## src/design/blle_pkg.sv

```systemverilog
// ----------------------------------------------------------------------------
// blle_pkg
// Shared constants, action and status codes for the bounded linked list engine.
// ----------------------------------------------------------------------------
package blle_pkg;

    localparam int CAPACITY = 64;
    localparam int IDX_W    = $clog2(CAPACITY);
    localparam int PTR_W    = IDX_W + 1;
    localparam int DATA_W   = 32;

    // null link marker: one past the last node
    localparam logic [PTR_W-1:0] NIL_PTR = PTR_W'(CAPACITY);

    // action codes
    localparam logic [3:0] ACT_INS_HEAD  = 4'd0;
    localparam logic [3:0] ACT_INS_TAIL  = 4'd1;
    localparam logic [3:0] ACT_UNQ_HEAD  = 4'd2;
    localparam logic [3:0] ACT_UNQ_TAIL  = 4'd3;
    localparam logic [3:0] ACT_INS_AFTER = 4'd4;
    localparam logic [3:0] ACT_DEL_HEAD  = 4'd5;
    localparam logic [3:0] ACT_DEL_TAIL  = 4'd6;
    localparam logic [3:0] ACT_DEL_AFTER = 4'd7;
    localparam logic [3:0] ACT_CLEAR     = 4'd8;
    localparam logic [3:0] ACT_SUM       = 4'd9;
    localparam logic [3:0] ACT_MAX       = 4'd10;
    localparam logic [3:0] ACT_COUNT     = 4'd11;
    localparam logic [3:0] ACT_TRAVERSE  = 4'd12;

    // status codes
    localparam logic [2:0] ST_OK       = 3'd0;
    localparam logic [2:0] ST_EMPTY    = 3'd1;
    localparam logic [2:0] ST_FULL     = 3'd2;
    localparam logic [2:0] ST_DUP      = 3'd3;
    localparam logic [2:0] ST_NOTFOUND = 3'd4;

    // shared arithmetic unit operations
    typedef enum logic [1:0] {
        ALU_ADD,
        ALU_MAX,
        ALU_CNT
    } t_alu_op;

endpackage

```

## src/design/blle_if.sv

```systemverilog
// ----------------------------------------------------------------------------
// blle_in_if / blle_out_if
// Valid/ready channels for action items and result items.
// ----------------------------------------------------------------------------
interface blle_in_if;
    logic               valid;
    logic               ready;
    logic        [3:0]  action;
    logic signed [31:0] value;
    logic signed [31:0] extra_value;

    modport source (output valid, action, value, extra_value, input ready);
    modport sink   (input valid, action, value, extra_value, output ready);
endinterface

interface blle_out_if;
    logic               valid;
    logic               ready;
    logic        [2:0]  status;
    logic signed [31:0] result;
    logic               last;

    modport source (output valid, status, result, last, input ready);
    modport sink   (input valid, status, result, last, output ready);
endinterface

```

## src/design/blle_alu.sv

```systemverilog
// ----------------------------------------------------------------------------
// blle_alu
// Shared arithmetic unit: wrapping add, signed maximum, key match count.
// ----------------------------------------------------------------------------
module blle_alu
    import blle_pkg::*;
(
    input  t_alu_op            i_op,
    input  logic [DATA_W-1:0]  i_acc,
    input  logic [DATA_W-1:0]  i_data,
    input  logic [DATA_W-1:0]  i_key,
    output logic [DATA_W-1:0]  o_y,
    output logic               o_eq
);

    assign o_eq = (i_data == i_key);

    always_comb begin
        unique case (i_op)
            ALU_ADD: o_y = i_acc + i_data;
            ALU_MAX: o_y = ($signed(i_data) > $signed(i_acc)) ? i_data : i_acc;
            ALU_CNT: o_y = i_acc + {{(DATA_W-1){1'b0}}, o_eq};
            default: o_y = i_acc;
        endcase
    end

endmodule

```

## src/design/bounded_linked_list_engine_unit.sv

```systemverilog
// ----------------------------------------------------------------------------
// bounded_linked_list_engine_unit
// Singly linked list of signed words in a 64-node pool, one action per item.
// ----------------------------------------------------------------------------
// Each item starts in dispatch, which decides on the head. Searches, tail
// delete and the sum/max/count/traverse queries follow the links one node per
// cycle out of the node memory's registered read port (up to 64 nodes); a
// traverse waits while its output is stalled. Inserts then scan the free map
// one node per cycle, lowest index first, and tail inserts into a non-empty
// list and after-key inserts take one extra link write. The longest item is
// an insert-after near the tail of a nearly full pool. The input is not
// ready while an item is in progress. Traverse emits one transfer per node,
// last on the final node. No clearing pass: the free map clears at once.
module bounded_linked_list_engine_unit
    import blle_pkg::*;
(
    input  logic          i_clk,
    input  logic          i_rst_n,
    blle_in_if.sink       i_in,
    blle_out_if.source    o_out
);

    // sequencer states
    localparam logic [2:0] S_IDLE   = 3'd0;
    localparam logic [2:0] S_DISP   = 3'd1;
    localparam logic [2:0] S_WALK   = 3'd2;
    localparam logic [2:0] S_ALLOC  = 3'd3;
    localparam logic [2:0] S_LINK   = 3'd4;
    localparam logic [2:0] S_DELNXT = 3'd5;
    localparam logic [2:0] S_RESP   = 3'd6;

    // node memories
    logic [DATA_W-1:0] data_mem [CAPACITY];
    logic [PTR_W-1:0]  link_mem [CAPACITY];

    logic [2:0]          r_state, n_state;
    logic [3:0]          r_act;
    logic [DATA_W-1:0]   r_val, r_xval;
    logic [PTR_W-1:0]    r_head, n_head, r_tail, n_tail, r_cnt, n_cnt;
    logic [CAPACITY-1:0] r_used, n_used;
    logic [IDX_W-1:0]    r_cur, n_cur, r_prev, n_prev, r_scan, n_scan, r_nidx, n_nidx;
    logic [PTR_W-1:0]    r_plink, n_plink;
    logic [DATA_W-1:0]   r_acc, n_acc;
    logic                r_first, n_first;
    logic [2:0]          r_status, n_status;
    logic                r_ovalid, n_ovalid;
    logic [2:0]          r_ostatus, n_ostatus;
    logic [DATA_W-1:0]   r_oresult, n_oresult;
    logic                r_olast, n_olast;
    logic [DATA_W-1:0]   r_rdata;
    logic [PTR_W-1:0]    r_rlink;

    logic                rd_en, dw_en, lw_en;
    logic [IDX_W-1:0]    rd_addr, dw_addr, lw_addr;
    logic [DATA_W-1:0]   dw_data;
    logic [PTR_W-1:0]    lw_data;

    t_alu_op             alu_op;
    logic [DATA_W-1:0]   alu_y;
    logic                alu_eq;

    logic                out_free, lnil, head_nil;
    logic [PTR_W-1:0]    cur_ptr, prev_ptr, nidx_ptr;

    assign i_in.ready   = (r_state == S_IDLE);
    assign o_out.valid  = r_ovalid;
    assign o_out.status = r_ostatus;
    assign o_out.result = r_oresult;
    assign o_out.last   = r_olast;

    assign out_free = !r_ovalid || o_out.ready;
    assign lnil     = r_rlink[PTR_W-1];
    assign head_nil = r_head[PTR_W-1];
    assign cur_ptr  = {1'b0, r_cur};
    assign prev_ptr = {1'b0, r_prev};
    assign nidx_ptr = {1'b0, r_nidx};

    // shared arithmetic unit
    always_comb begin
        priority if (r_act == ACT_SUM) begin
            alu_op = ALU_ADD;
        end else if (r_act == ACT_MAX) begin
            alu_op = ALU_MAX;
        end else begin
            alu_op = ALU_CNT;
        end
    end

    blle_alu u_alu (
        .i_op   (alu_op),
        .i_acc  (r_acc),
        .i_data (r_rdata),
        .i_key  (r_val),
        .o_y    (alu_y),
        .o_eq   (alu_eq)
    );

    // node memories: one write port each, registered read
    always_ff @(posedge i_clk) begin
        if (dw_en) begin
            data_mem[dw_addr] <= dw_data;
        end
        if (lw_en) begin
            link_mem[lw_addr] <= lw_data;
        end
        if (rd_en) begin
            r_rdata <= data_mem[rd_addr];
            r_rlink <= link_mem[rd_addr];
        end
    end

    // sequencer
    always_comb begin
        n_state   = r_state;
        n_head    = r_head;
        n_tail    = r_tail;
        n_cnt     = r_cnt;
        n_used    = r_used;
        n_cur     = r_cur;
        n_prev    = r_prev;
        n_scan    = r_scan;
        n_nidx    = r_nidx;
        n_plink   = r_plink;
        n_acc     = r_acc;
        n_first   = r_first;
        n_status  = r_status;
        n_ovalid  = r_ovalid && !o_out.ready;
        n_ostatus = r_ostatus;
        n_oresult = r_oresult;
        n_olast   = r_olast;
        rd_en     = 1'b0;
        rd_addr   = r_head[IDX_W-1:0];
        dw_en     = 1'b0;
        dw_addr   = r_scan;
        dw_data   = r_val;
        lw_en     = 1'b0;
        lw_addr   = r_scan;
        lw_data   = NIL_PTR;

        unique case (r_state)
            S_IDLE: begin
                if (i_in.valid) begin
                    n_state = S_DISP;
                end
            end

            // first decision on the head, start a walk where needed
            S_DISP: begin
                n_acc    = '0;
                n_status = ST_OK;
                n_first  = 1'b1;
                n_scan   = '0;
                n_cur    = r_head[IDX_W-1:0];
                unique case (r_act)
                    ACT_INS_HEAD, ACT_INS_TAIL, ACT_UNQ_HEAD, ACT_UNQ_TAIL: begin
                        if (r_cnt == NIL_PTR) begin
                            n_status = ST_FULL;
                            n_state  = S_RESP;
                        end else if ((r_act == ACT_UNQ_HEAD || r_act == ACT_UNQ_TAIL)
                                     && !head_nil) begin
                            rd_en   = 1'b1;
                            n_state = S_WALK;
                        end else begin
                            n_state = S_ALLOC;
                        end
                    end
                    ACT_INS_AFTER: begin
                        if (r_cnt == NIL_PTR) begin
                            n_status = ST_FULL;
                            n_state  = S_RESP;
                        end else if (head_nil) begin
                            n_status = ST_NOTFOUND;
                            n_state  = S_RESP;
                        end else begin
                            rd_en   = 1'b1;
                            n_state = S_WALK;
                        end
                    end
                    ACT_DEL_HEAD, ACT_DEL_TAIL, ACT_DEL_AFTER: begin
                        if (head_nil) begin
                            n_status = ST_EMPTY;
                            n_state  = S_RESP;
                        end else if (r_act == ACT_DEL_TAIL && r_head == r_tail) begin
                            n_used[r_head[IDX_W-1:0]] = 1'b0;
                            n_cnt   = r_cnt - 1'b1;
                            n_head  = NIL_PTR;
                            n_tail  = NIL_PTR;
                            n_state = S_RESP;
                        end else begin
                            rd_en   = 1'b1;
                            n_state = S_WALK;
                        end
                    end
                    ACT_CLEAR: begin
                        n_used  = '0;
                        n_head  = NIL_PTR;
                        n_tail  = NIL_PTR;
                        n_cnt   = '0;
                        n_state = S_RESP;
                    end
                    ACT_SUM, ACT_COUNT, ACT_MAX, ACT_TRAVERSE: begin
                        if (head_nil) begin
                            if (r_act == ACT_MAX) begin
                                n_acc    = '1;
                                n_status = ST_EMPTY;
                            end else if (r_act == ACT_TRAVERSE) begin
                                n_status = ST_EMPTY;
                            end
                            n_state = S_RESP;
                        end else begin
                            rd_en   = 1'b1;
                            n_state = S_WALK;
                        end
                    end
                    default: begin
                        n_state = S_IDLE;
                    end
                endcase
            end

            // one node per cycle, unless a traverse waits on its output: read regs hold node r_cur
            S_WALK: begin
                rd_addr = r_rlink[IDX_W-1:0];
                unique case (r_act)
                    ACT_UNQ_HEAD, ACT_UNQ_TAIL: begin
                        if (alu_eq) begin
                            n_status = ST_DUP;
                            n_state  = S_RESP;
                        end else if (lnil) begin
                            n_state = S_ALLOC;
                        end else begin
                            rd_en = 1'b1;
                            n_cur = r_rlink[IDX_W-1:0];
                        end
                    end
                    ACT_INS_AFTER: begin
                        if (alu_eq) begin
                            n_prev  = r_cur;
                            n_plink = r_rlink;
                            n_state = S_ALLOC;
                        end else if (lnil) begin
                            n_status = ST_NOTFOUND;
                            n_state  = S_RESP;
                        end else begin
                            rd_en = 1'b1;
                            n_cur = r_rlink[IDX_W-1:0];
                        end
                    end
                    ACT_DEL_HEAD: begin
                        if (cur_ptr == r_tail || lnil) begin
                            n_head = NIL_PTR;
                            n_tail = NIL_PTR;
                        end else begin
                            n_head = r_rlink;
                        end
                        n_used[r_cur] = 1'b0;
                        n_cnt   = r_cnt - 1'b1;
                        n_state = S_RESP;
                    end
                    ACT_DEL_TAIL: begin
                        if (r_rlink == r_tail) begin
                            n_used[r_tail[IDX_W-1:0]] = 1'b0;
                            n_cnt   = r_cnt - 1'b1;
                            n_tail  = cur_ptr;
                            lw_en   = 1'b1;
                            lw_addr = r_cur;
                            lw_data = NIL_PTR;
                            n_state = S_RESP;
                        end else begin
                            rd_en = 1'b1;
                            n_cur = r_rlink[IDX_W-1:0];
                        end
                    end
                    ACT_DEL_AFTER: begin
                        if (lnil) begin
                            n_status = ST_NOTFOUND;
                            n_state  = S_RESP;
                        end else begin
                            rd_en = 1'b1;
                            n_cur = r_rlink[IDX_W-1:0];
                            if (alu_eq) begin
                                n_prev  = r_cur;
                                n_state = S_DELNXT;
                            end
                        end
                    end
                    ACT_SUM, ACT_MAX, ACT_COUNT: begin
                        n_acc   = (r_act == ACT_MAX && r_first) ? r_rdata : alu_y;
                        n_first = 1'b0;
                        if (lnil) begin
                            n_state = S_RESP;
                        end else begin
                            rd_en = 1'b1;
                            n_cur = r_rlink[IDX_W-1:0];
                        end
                    end
                    ACT_TRAVERSE: begin
                        if (out_free) begin
                            n_ovalid  = 1'b1;
                            n_ostatus = ST_OK;
                            n_oresult = r_rdata;
                            n_olast   = lnil;
                            if (lnil) begin
                                n_state = S_IDLE;
                            end else begin
                                rd_en = 1'b1;
                                n_cur = r_rlink[IDX_W-1:0];
                            end
                        end
                    end
                    default: begin
                        n_state = S_IDLE;
                    end
                endcase
            end

            // free node scan, lowest index first
            S_ALLOC: begin
                if (!r_used[r_scan]) begin
                    n_used[r_scan] = 1'b1;
                    n_cnt   = r_cnt + 1'b1;
                    n_nidx  = r_scan;
                    dw_en   = 1'b1;
                    dw_data = (r_act == ACT_INS_AFTER) ? r_xval : r_val;
                    lw_en   = 1'b1;
                    if (r_act == ACT_INS_AFTER) begin
                        lw_data = r_plink;
                        n_state = S_LINK;
                    end else if (head_nil) begin
                        n_head  = {1'b0, r_scan};
                        n_tail  = {1'b0, r_scan};
                        n_state = S_RESP;
                    end else if (r_act == ACT_INS_HEAD || r_act == ACT_UNQ_HEAD) begin
                        lw_data = r_head;
                        n_head  = {1'b0, r_scan};
                        n_state = S_RESP;
                    end else begin
                        n_state = S_LINK;
                    end
                end else begin
                    n_scan = r_scan + 1'b1;
                end
            end

            // hook the new node behind its predecessor
            S_LINK: begin
                lw_en   = 1'b1;
                lw_data = nidx_ptr;
                if (r_act == ACT_INS_AFTER) begin
                    lw_addr = r_prev;
                    if (prev_ptr == r_tail) begin
                        n_tail = nidx_ptr;
                    end
                end else begin
                    lw_addr = r_tail[IDX_W-1:0];
                    n_tail  = nidx_ptr;
                end
                n_state = S_RESP;
            end

            // unlink the successor held in the read regs
            S_DELNXT: begin
                lw_en   = 1'b1;
                lw_addr = r_prev;
                lw_data = r_rlink;
                if (cur_ptr == r_tail) begin
                    n_tail = prev_ptr;
                end
                n_used[r_cur] = 1'b0;
                n_cnt   = r_cnt - 1'b1;
                n_state = S_RESP;
            end

            S_RESP: begin
                if (out_free) begin
                    n_ovalid  = 1'b1;
                    n_ostatus = r_status;
                    n_oresult = r_acc;
                    n_olast   = 1'b1;
                    n_state   = S_IDLE;
                end
            end

            default: begin
                n_state = S_IDLE;
            end
        endcase
    end

    // item capture and datapath registers
    always_ff @(posedge i_clk) begin
        if (i_in.valid && i_in.ready) begin
            r_act  <= i_in.action;
            r_val  <= i_in.value;
            r_xval <= i_in.extra_value;
        end
        r_cur     <= n_cur;
        r_prev    <= n_prev;
        r_scan    <= n_scan;
        r_nidx    <= n_nidx;
        r_plink   <= n_plink;
        r_acc     <= n_acc;
        r_first   <= n_first;
        r_status  <= n_status;
        r_ostatus <= n_ostatus;
        r_oresult <= n_oresult;
        r_olast   <= n_olast;
    end

    // control state
    always_ff @(posedge i_clk) begin
        if (!i_rst_n) begin
            r_state  <= S_IDLE;
            r_head   <= NIL_PTR;
            r_tail   <= NIL_PTR;
            r_cnt    <= '0;
            r_used   <= '0;
            r_ovalid <= 1'b0;
        end else begin
            r_state  <= n_state;
            r_head   <= n_head;
            r_tail   <= n_tail;
            r_cnt    <= n_cnt;
            r_used   <= n_used;
            r_ovalid <= n_ovalid;
        end
    end

endmodule

```

## src/flat_wrapper.sv

```systemverilog
// flat-port wrapper written by rule: the top's interface ports become plain ports
module bounded_linked_list_engine_unit_flat import blle_pkg::*;
  (i_clk, i_rst_n, i_in_valid, i_in_action, i_in_value, i_in_extra_value, i_in_ready, o_out_valid, o_out_status, o_out_result, o_out_last, o_out_ready);
  blle_in_if i_in_i ();
  blle_out_if o_out_i ();
  input  logic i_clk;
  input  logic i_rst_n;
  input wire logic [$bits(i_in_i.valid)-1:0] i_in_valid;
  input wire logic [$bits(i_in_i.action)-1:0] i_in_action;
  input wire logic [$bits(i_in_i.value)-1:0] i_in_value;
  input wire logic [$bits(i_in_i.extra_value)-1:0] i_in_extra_value;
  output wire logic [$bits(i_in_i.ready)-1:0] i_in_ready;
  output wire logic [$bits(o_out_i.valid)-1:0] o_out_valid;
  output wire logic [$bits(o_out_i.status)-1:0] o_out_status;
  output wire logic [$bits(o_out_i.result)-1:0] o_out_result;
  output wire logic [$bits(o_out_i.last)-1:0] o_out_last;
  input wire logic [$bits(o_out_i.ready)-1:0] o_out_ready;
  assign i_in_i.valid = i_in_valid;
  assign i_in_i.action = i_in_action;
  assign i_in_i.value = i_in_value;
  assign i_in_i.extra_value = i_in_extra_value;
  assign i_in_ready = i_in_i.ready;
  assign o_out_valid = o_out_i.valid;
  assign o_out_status = o_out_i.status;
  assign o_out_result = o_out_i.result;
  assign o_out_last = o_out_i.last;
  assign o_out_i.ready = o_out_ready;
  bounded_linked_list_engine_unit u_core (.i_clk(i_clk), .i_rst_n(i_rst_n), .i_in(i_in_i), .o_out(o_out_i));
endmodule
```

## config.mk

```make
export PLATFORM = sky130hd
export DESIGN_NAME = bounded_linked_list_engine_unit_flat
export DESIGN_NICKNAME = d
export VERILOG_FILES = /design/src/design/blle_pkg.sv /design/src/design/blle_if.sv /design/src/design/blle_alu.sv /design/src/design/bounded_linked_list_engine_unit.sv /design/src/flat_wrapper.sv
export SDC_FILE = /design/constraint.sdc
export NUM_CORES = 2
export LEC_CHECK = 0
export BUFFER_PORTS_ARGS = -buffer_cell sky130_fd_sc_hd__buf_2
export CORE_MARGIN = 1.5
export CORE_UTILIZATION = 35
export DETAILED_ROUTE_END_ITERATION = 6
export PLACE_DENSITY_LB_ADDON = 0.25
export SYNTH_ARGS = -nofsm -noshare
export SYNTH_HDL_FRONTEND = slang
export SYNTH_HIERARCHICAL = 1
export SYNTH_SLANG_ARGS = --single-unit
```

## constraint.sdc

```tcl
create_clock -name i_clk -period 9.15 [get_ports i_clk]
set_clock_uncertainty 0.2 [all_clocks]
set_input_delay 1.3725 -clock i_clk [delete_from_list [all_inputs] [get_ports i_clk]]
set_output_delay 1.3725 -clock i_clk [all_outputs]
set_load 0.02 [all_outputs]
```

# Word-level counts from Yosys, hierarchy flattened

Memories as Yosys holds them, arrays and structs flattened. A register that Yosys moved wholly into a read port is not among the register bits.
Cells that the tools add are included.

Add/sub/neg operators: 5
Order comparisons: 9
Eq/ne operators: 58
Muxes and demuxes: 156
Bitwise gates (word level): 8
Reduce and logical (&&, ||, !) cells: 48

Operator list:

| kind                                               | number |
|---|---|
| two-way mux 32 bit                                 | 12 |
| two-way mux 64 bit                                 | 4 |
| case mux 64 bit (2 select lines)                   | 2 |
| case mux 64 bit (4 select lines)                   | 1 |
| AND 64 bit                                         | 3 |
| NOT 64 bit                                         | 3 |
| two-way mux 7 bit                                  | 25 |
| case mux 32 bit (2 select lines)                   | 2 |
| case mux 32 bit (3 select lines)                   | 1 |
| two-way mux 3 bit                                  | 28 |
| two-way mux 6 bit                                  | 12 |
| case mux 7 bit (2 select lines)                    | 5 |
| bitwise OR 64 bit                                  | 1 |
| case mux 7 bit (3 select lines)                    | 2 |
| case mux 6 bit (2 select lines)                    | 3 |
| case mux 7 bit (5 select lines)                    | 1 |
| adder 32 x 1 -> 32 bit                             | 1 |
| adder 32 bit                                       | 1 |
| == test 32 bit                                     | 1 |
| > comparator 32 bit                                | 1 |
| two-way mux 1 bit                                  | 32 |
| < comparator 6 x 7 -> 1 bit, second input constant | 4 |
| case mux 7 bit (4 select lines)                    | 1 |
| demux 1 bit (select 6 bit)                         | 4 |
| other kinds (58)                                   | 134 |

Bits in registers: 260
RAM bits: 2496
Bits of input ports: 72
Output and inout bits: 38
Logic and storage cells: 307
Memories kept: 2

Memories:

| name            | depth | width | rd ports | clocked after Yosys merged registers in | write ports | line                                  | source |
|---|---|---|---|---|---|---|---|
| u_core.data_mem | 64    | 32    | 1        | 1                                       | 1           | bounded_linked_list_engine_unit.sv:33 | `logic [DATA_W-1:0] data_mem [CAPACITY];` |
| u_core.link_mem | 64    | 7     | 1        | 1                                       | 1           | bounded_linked_list_engine_unit.sv:34 | `logic [PTR_W-1:0] link_mem [CAPACITY];` |

# Depth between registers and ports, before layout

Depth after elaboration: 10
Depth in mapped cells: 21

# Modules after synthesis

Netlist, hierarchy kept.

By module, submodules not included:

| module                          | times used | cells each | area an instance (µm²) | sequential area each (µm²) |
|---|---|---|---|---|
| bounded_linked_list_engine_unit | 1          | 8483       | 113428.8               | 83039.6 |
| blle_alu                        | 1          | 508        | 3595.9                 | 0.0 |

# Least setup slack after synthesis

OpenSTA, ideal clock, no wires.

Path type: input-to-reg
From: in o_out_ready
To: reg u_core.r_rdata[0] (read register of u_core.data_mem) (enable)
Data arrival time: 4655 ps
Required time: 8454 ps
Path slack: 3799 ps
Stages on the path: 4
Path through: nor2b_1 > o221ai_1 > a21oi_1 > o32ai_1

Word-level cells in the longest chain between the ends: 4

RTL lines:

| item                            | line                                   | source |
|---|---|---|
| start: declaration              | flat_wrapper.sv:17                     | `input wire logic [$bits(o_out_i.ready)-1:0] o_out_ready;` |
| logical OR 1 bit                | bounded_linked_list_engine_unit.sv:71  | `assign out_free = !r_ovalid \|\| o_out.ready;` |
| two-way mux 1 bit               | bounded_linked_list_engine_unit.sv:298 | `if (out_free) begin` |
| case mux 1 bit (4 select lines) | bounded_linked_list_engine_unit.sv:224 | `unique case (r_act)` |
| case mux 1 bit (2 select lines) | bounded_linked_list_engine_unit.sv:140 | `unique case (r_state)` |
| net u_core.rd_en                | bounded_linked_list_engine_unit.sv:53  | `logic rd_en, dw_en, lw_en;` |
| end: declaration                | bounded_linked_list_engine_unit.sv:50  | `logic [DATA_W-1:0] r_rdata;` |

The timed path passes the listed nets, and every way through them passes these cells.
A chain may end at the register's enable or synchronous reset.

# Worst setup path after layout

From: reg u_core.r_act[2]
To: reg u_core.r_acc[30], data pin

Word-level cells in the longest chain between the ends: 8
Elaborated cells between the ends (all ways): 18

RTL lines:

| item                                        | line                                   | source |
|---|---|---|
| start: declaration                          | bounded_linked_list_engine_unit.sv:37  | `logic [3:0] r_act;` |
| start signal: assignment                    | bounded_linked_list_engine_unit.sv:393 | `r_act <= i_in.action;` |
| == test 4 bit                               | bounded_linked_list_engine_unit.sv:82  | `end else if (r_act == ACT_MAX) begin` |
| two-way mux 2 bit                           | bounded_linked_list_engine_unit.sv:82  |  |
| two-way mux 2 bit *                         | bounded_linked_list_engine_unit.sv:80  | `priority if (r_act == ACT_SUM) begin` |
| net u_core.alu_op[0]                        | bounded_linked_list_engine_unit.sv:58  | `t_alu_op alu_op;` |
| == test 2 bit, or another cell as far along | blle_alu.sv:19                         | `unique case (i_op)` |
| case mux 32 bit (3 select lines) *          | blle_alu.sv:19                         |  |
| net u_core.alu_y[30]                        | bounded_linked_list_engine_unit.sv:59  | `logic [DATA_W-1:0] alu_y;` |
| two-way mux 32 bit *                        | bounded_linked_list_engine_unit.sv:288 | `n_acc = (r_act == ACT_MAX && r_first) ? r_rdata : alu_y;` |
| two-way mux 32 bit *                        | bounded_linked_list_engine_unit.sv:224 |  |
| case mux 32 bit (2 select lines) *          | bounded_linked_list_engine_unit.sv:140 |  |
| net u_core.n_acc[30]                        | bounded_linked_list_engine_unit.sv:43  | `logic [DATA_W-1:0] r_acc, n_acc;` |
| end signal: assignment                      | bounded_linked_list_engine_unit.sv:402 | `r_acc <= n_acc;` |
| end: declaration                            | bounded_linked_list_engine_unit.sv:43  |  |

The timed path passes the listed nets; every way through them passes the cells marked *. The select of a mux whose other input is x is not followed.

==> flow_metrics.py <==
metrics = {
    "timing": {
        "fin_crit_sh_pct": 69.9,
        "period_needed_ns": 6.40,
        "tns_ns": 0,
        "hold_viol": 0,
        "setup_ws_ns": 2.75,
        "worst_pin_slew_ns": 1.35,
        "rsz0062_at_grt": "false",
        "final_max_slew_viol_count": 0,
        "setup_violations": 0,
        "fmax_mhz": 156,
        "relSlewSlack_pct": 9.46,
    },
    "yosys": {
        "yosys.cell_types.count": 94,
        "synth-seq-cells": 2795,
        "ys_seq_area_share_pct": 71.0,
        "netlist_top_cells_area": "edfxtp_1 69%, nand2_1 6.7%, nand3_1 4.4%, mux2i_1 2.7%, a21oi_1 2.5%",
        "synth_cells": 8991,
        "synth_top_flop_cell": "edfxtp_1",
        "async_reset_ff_share_pct": 0,
        "synthesis.nets": 9130,
        "yosysMostFrequentCell": "edfxtp_1",
        "synth-edff-count": 2706,
        "syn_area_per_cell_um2": 13.0,
        "ys_top_cells_by_count": "2,706 x edfxtp_1, 2,088 x nand2_1, 1,022 x nand3_1",
        "yosysTopAreaCell": "edfxtp_1",
        "yosys_warnings": 6,
        "synthDominantCellAreaShare_pct": 69.4,
        "syn-cell-area_um2": 117000,
    },
    "drt": {
        "drc": 0,
        "wirelength_mm": 374,
        "first_pass_iters": 6,
        "drt.antenna.violating_nets": 0,
        "vias": 77200,
        "drtIter0Drc": 8890,
        "wl_per_cell_um": 27.4,
        "post_drt_via_cell_ratio": 5.65,
    },
    "critical_path": {
        "critPathLaunchType": "register",
        "crit_buf_inv": 3,
        "crit_family": "compound AO/OA/AOI/OAI gates",
        "cp_slowest_cell": "edfxtp_1",
        "criticalPathCategory": "register to register",
        "slowest_delay_ns": 0.92,
        "crit_arrival_ns": 6.78,
        "required_ns": 9.54,
        "critPathCaptureType": "register",
        "crit_fanout": 72,
        "crit_chain": "inv_1 -> and3_2 -> buf_4 -> nand2b_1 -> buf_4 -> o31ai_1 -> ha_1 -> fa_1 -> a21oi_1 -> o21ai_0 -> a21oi_1 -> o41ai_2 -> a31oi_2 -> o31ai_2 -> o31a_2 -> a221o_1 -> o21ba_1 -> mux2i_1 -> o21ai_0",
    },
    "pwr": {
        "powerDensity_nw_per_um2": 284,
        "peakVddDrop_v": 0.000188,
        "power_leakage_nw": 45.5,
    },
    "clock_tree": {
        "cts_tree": "yes",
        "post-cts-setup-buffers": 0,
        "clk_latency_ns": 0.89,
        "cts-root-buf": "clkbuf_16",
        "clkSinkCount": 2795,
        "holdBufCountCts": 0,
        "path_clk_slew_ns": 0.07,
        "clock_path_buffers": 4,
        "numCtsBuffers": 292,
        "cts_resized": 0,
        "cts-htree-levels": 5,
    },
    "place": {
        "gp_congestion": 0.899,
        "post-place-ws_ns": 2.82,
        "post-dp-hpwl_mm": 209,
        "port_buffers": 109,
    },
    "floorplanning": {
        "chipWidth_um": 581,
        "dieArea_um2": 338000,
        "ios": 110,
        "start_util_pct": 35.1,
        "core_um2": 333000,
        "rows": 212,
        "fp.dieH_um": 581,
    },
    "finish": {
        "layout.nets": 9181,
        "syn_to_final_growth_pct": 13.1,
        "n_fill_cell": 31000,
        "drive_above_1_share_pct": 11.7,
    },
    "run": {
        "cap_violations": 0,
    },
    "outcome": {
        "status": "finished, final reports clean",
    },
    "min_path": {
        "hp-class": "register to register",
    },
    "grt": {
        "grt_pass1_vias": 73300,
        "antenna_found_initial": 22,
        "grt_pass1_wl_mm": 533,
        "grt_max_degree": 151,
        "grt-ovfl-total": 0,
        "gr-usage-all-layers_pct": 21.4,
    },
}
worst paths after layout:
check,from,to,slack (ns),cells past startpoint
hold reg to reg,u_core/r_used[35],u_core/r_used[35],0.27,2
setup / recovery,u_core/r_act[2],u_core/r_acc[30],2.75,19
setup reg to reg,u_core/r_act[2],u_core/r_acc[30],2.75,19
hold / removal,u_core/r_used[35],u_core/r_used[35],0.27,2
per-stage QoR:
stage / utilization [%] / hold slack (ns) / power, mW / cell area, um^2 / std cells
finish: 39.7 / 0.269 / 37.6 / 132000 / 13700
global route: 39.7 / 0.275 / 38.9 / 132000 / 13600
CTS: 39.7 / 0.264 / 37.6 / 132000 / 13600
detailed placement: 37.0 / 0.254 / 26.2 / 123000 / 13100
global placement: 37.0 / 0.247 / 26.0 / 123000 / 13100
floorplan: - / 0.224 / 22.0 / 117000 / 8991
where the power goes:
| group | switching (mW) | internal, mW |
|---|---|---|
| sequential | 0.416 | 15.2 |
| clock | 4.93 | 6.55 |
| combinational | 7.72 | 2.73 |
final cells by class:
type                    count  area [um^2]  area share (%)
flip-flops and latches   2795        83000            62.7
multi-input cells        5495        31700            24.0
clock buffers             361         7780            5.87
well taps                4387         5490            4.15
repair buffers            364         2670            2.02
clock inverters           149         1270           0.957
inverters                  94          382           0.288
diodes                     14         35.0          0.0265
flip-flops by register name, summed over array words and instances (netlist names), 3 cells and up:
name	cells
u_core/r_rdata	32
u_core/r_head	7
u_core/o_out.result	32
u_core/r_used	64
u_core/o_out.status	3
u_core/r_act	4
u_core/link_mem	448
u_core/r_prev	6
u_core/r_rlink	7
u_core/r_nidx	6
u_core/r_acc	32
u_core/dw_addr	6
u_core/r_cur	6
u_core/r_cnt	7
u_core/r_tail	7
u_core/r_xval	32
u_core/r_val	32
u_core/r_status	3
u_core/data_mem	2048
u_core/r_state	3
u_core/r_plink	7
layout by cell type (no fill, tap or decap), drive strengths merged, types with 72 or more instances in the layout:
cell type / instances
a21oi: 593
o41ai: 74
nand4: 72
mux2i: 320
nand3: 1022
dfxtp: 89
o21ai: 93
buf: 364
mux2: 73
clkinv: 120
edfxtp: 2706
nor3: 77
nor2: 130
inv: 100
clkbuf: 361
nor4: 108
nand2: 2091
logic make-up (layout without fill, tap and decap cells):
logic type | after synthesis | count (layout) | share of synthesized area (%)
other cells | 0 | 14 | 0
fa+ha+maj | 67 | 67 | 0.723
buf+inv | 701 | 968 | 2.52
mux | 455 | 455 | 4.66
simple gates | 3744 | 3744 | 14.3
flops | 2795 | 2795 | 71.0
xor+xnor | 89 | 89 | 0.666
compound gates | 1140 | 1140 | 6.18
per-layer routing:
layer  vias to the layer above  global-route usage (%)  wire, um
li1                      33600                       -         -
met1                     39500                    31.1    163000
met2                      3558                    33.5    170000
met3                       574                    3.52     31600
met4                         6                    5.38      9040
met5                         -                       0        41
worst reg2reg max path: cells and delay by family, from the launching register on:
family,cells,cell delay [ns]
AOI/OAI and AO/OA,11,2.81
buffers and inverters,3,0.98
DFF,1,0.92
adders and majority gates,2,0.50
and+or+nand+nor,2,0.57
muxes,1,0.13
Note: power is estimated with default switching activity, not from simulation.
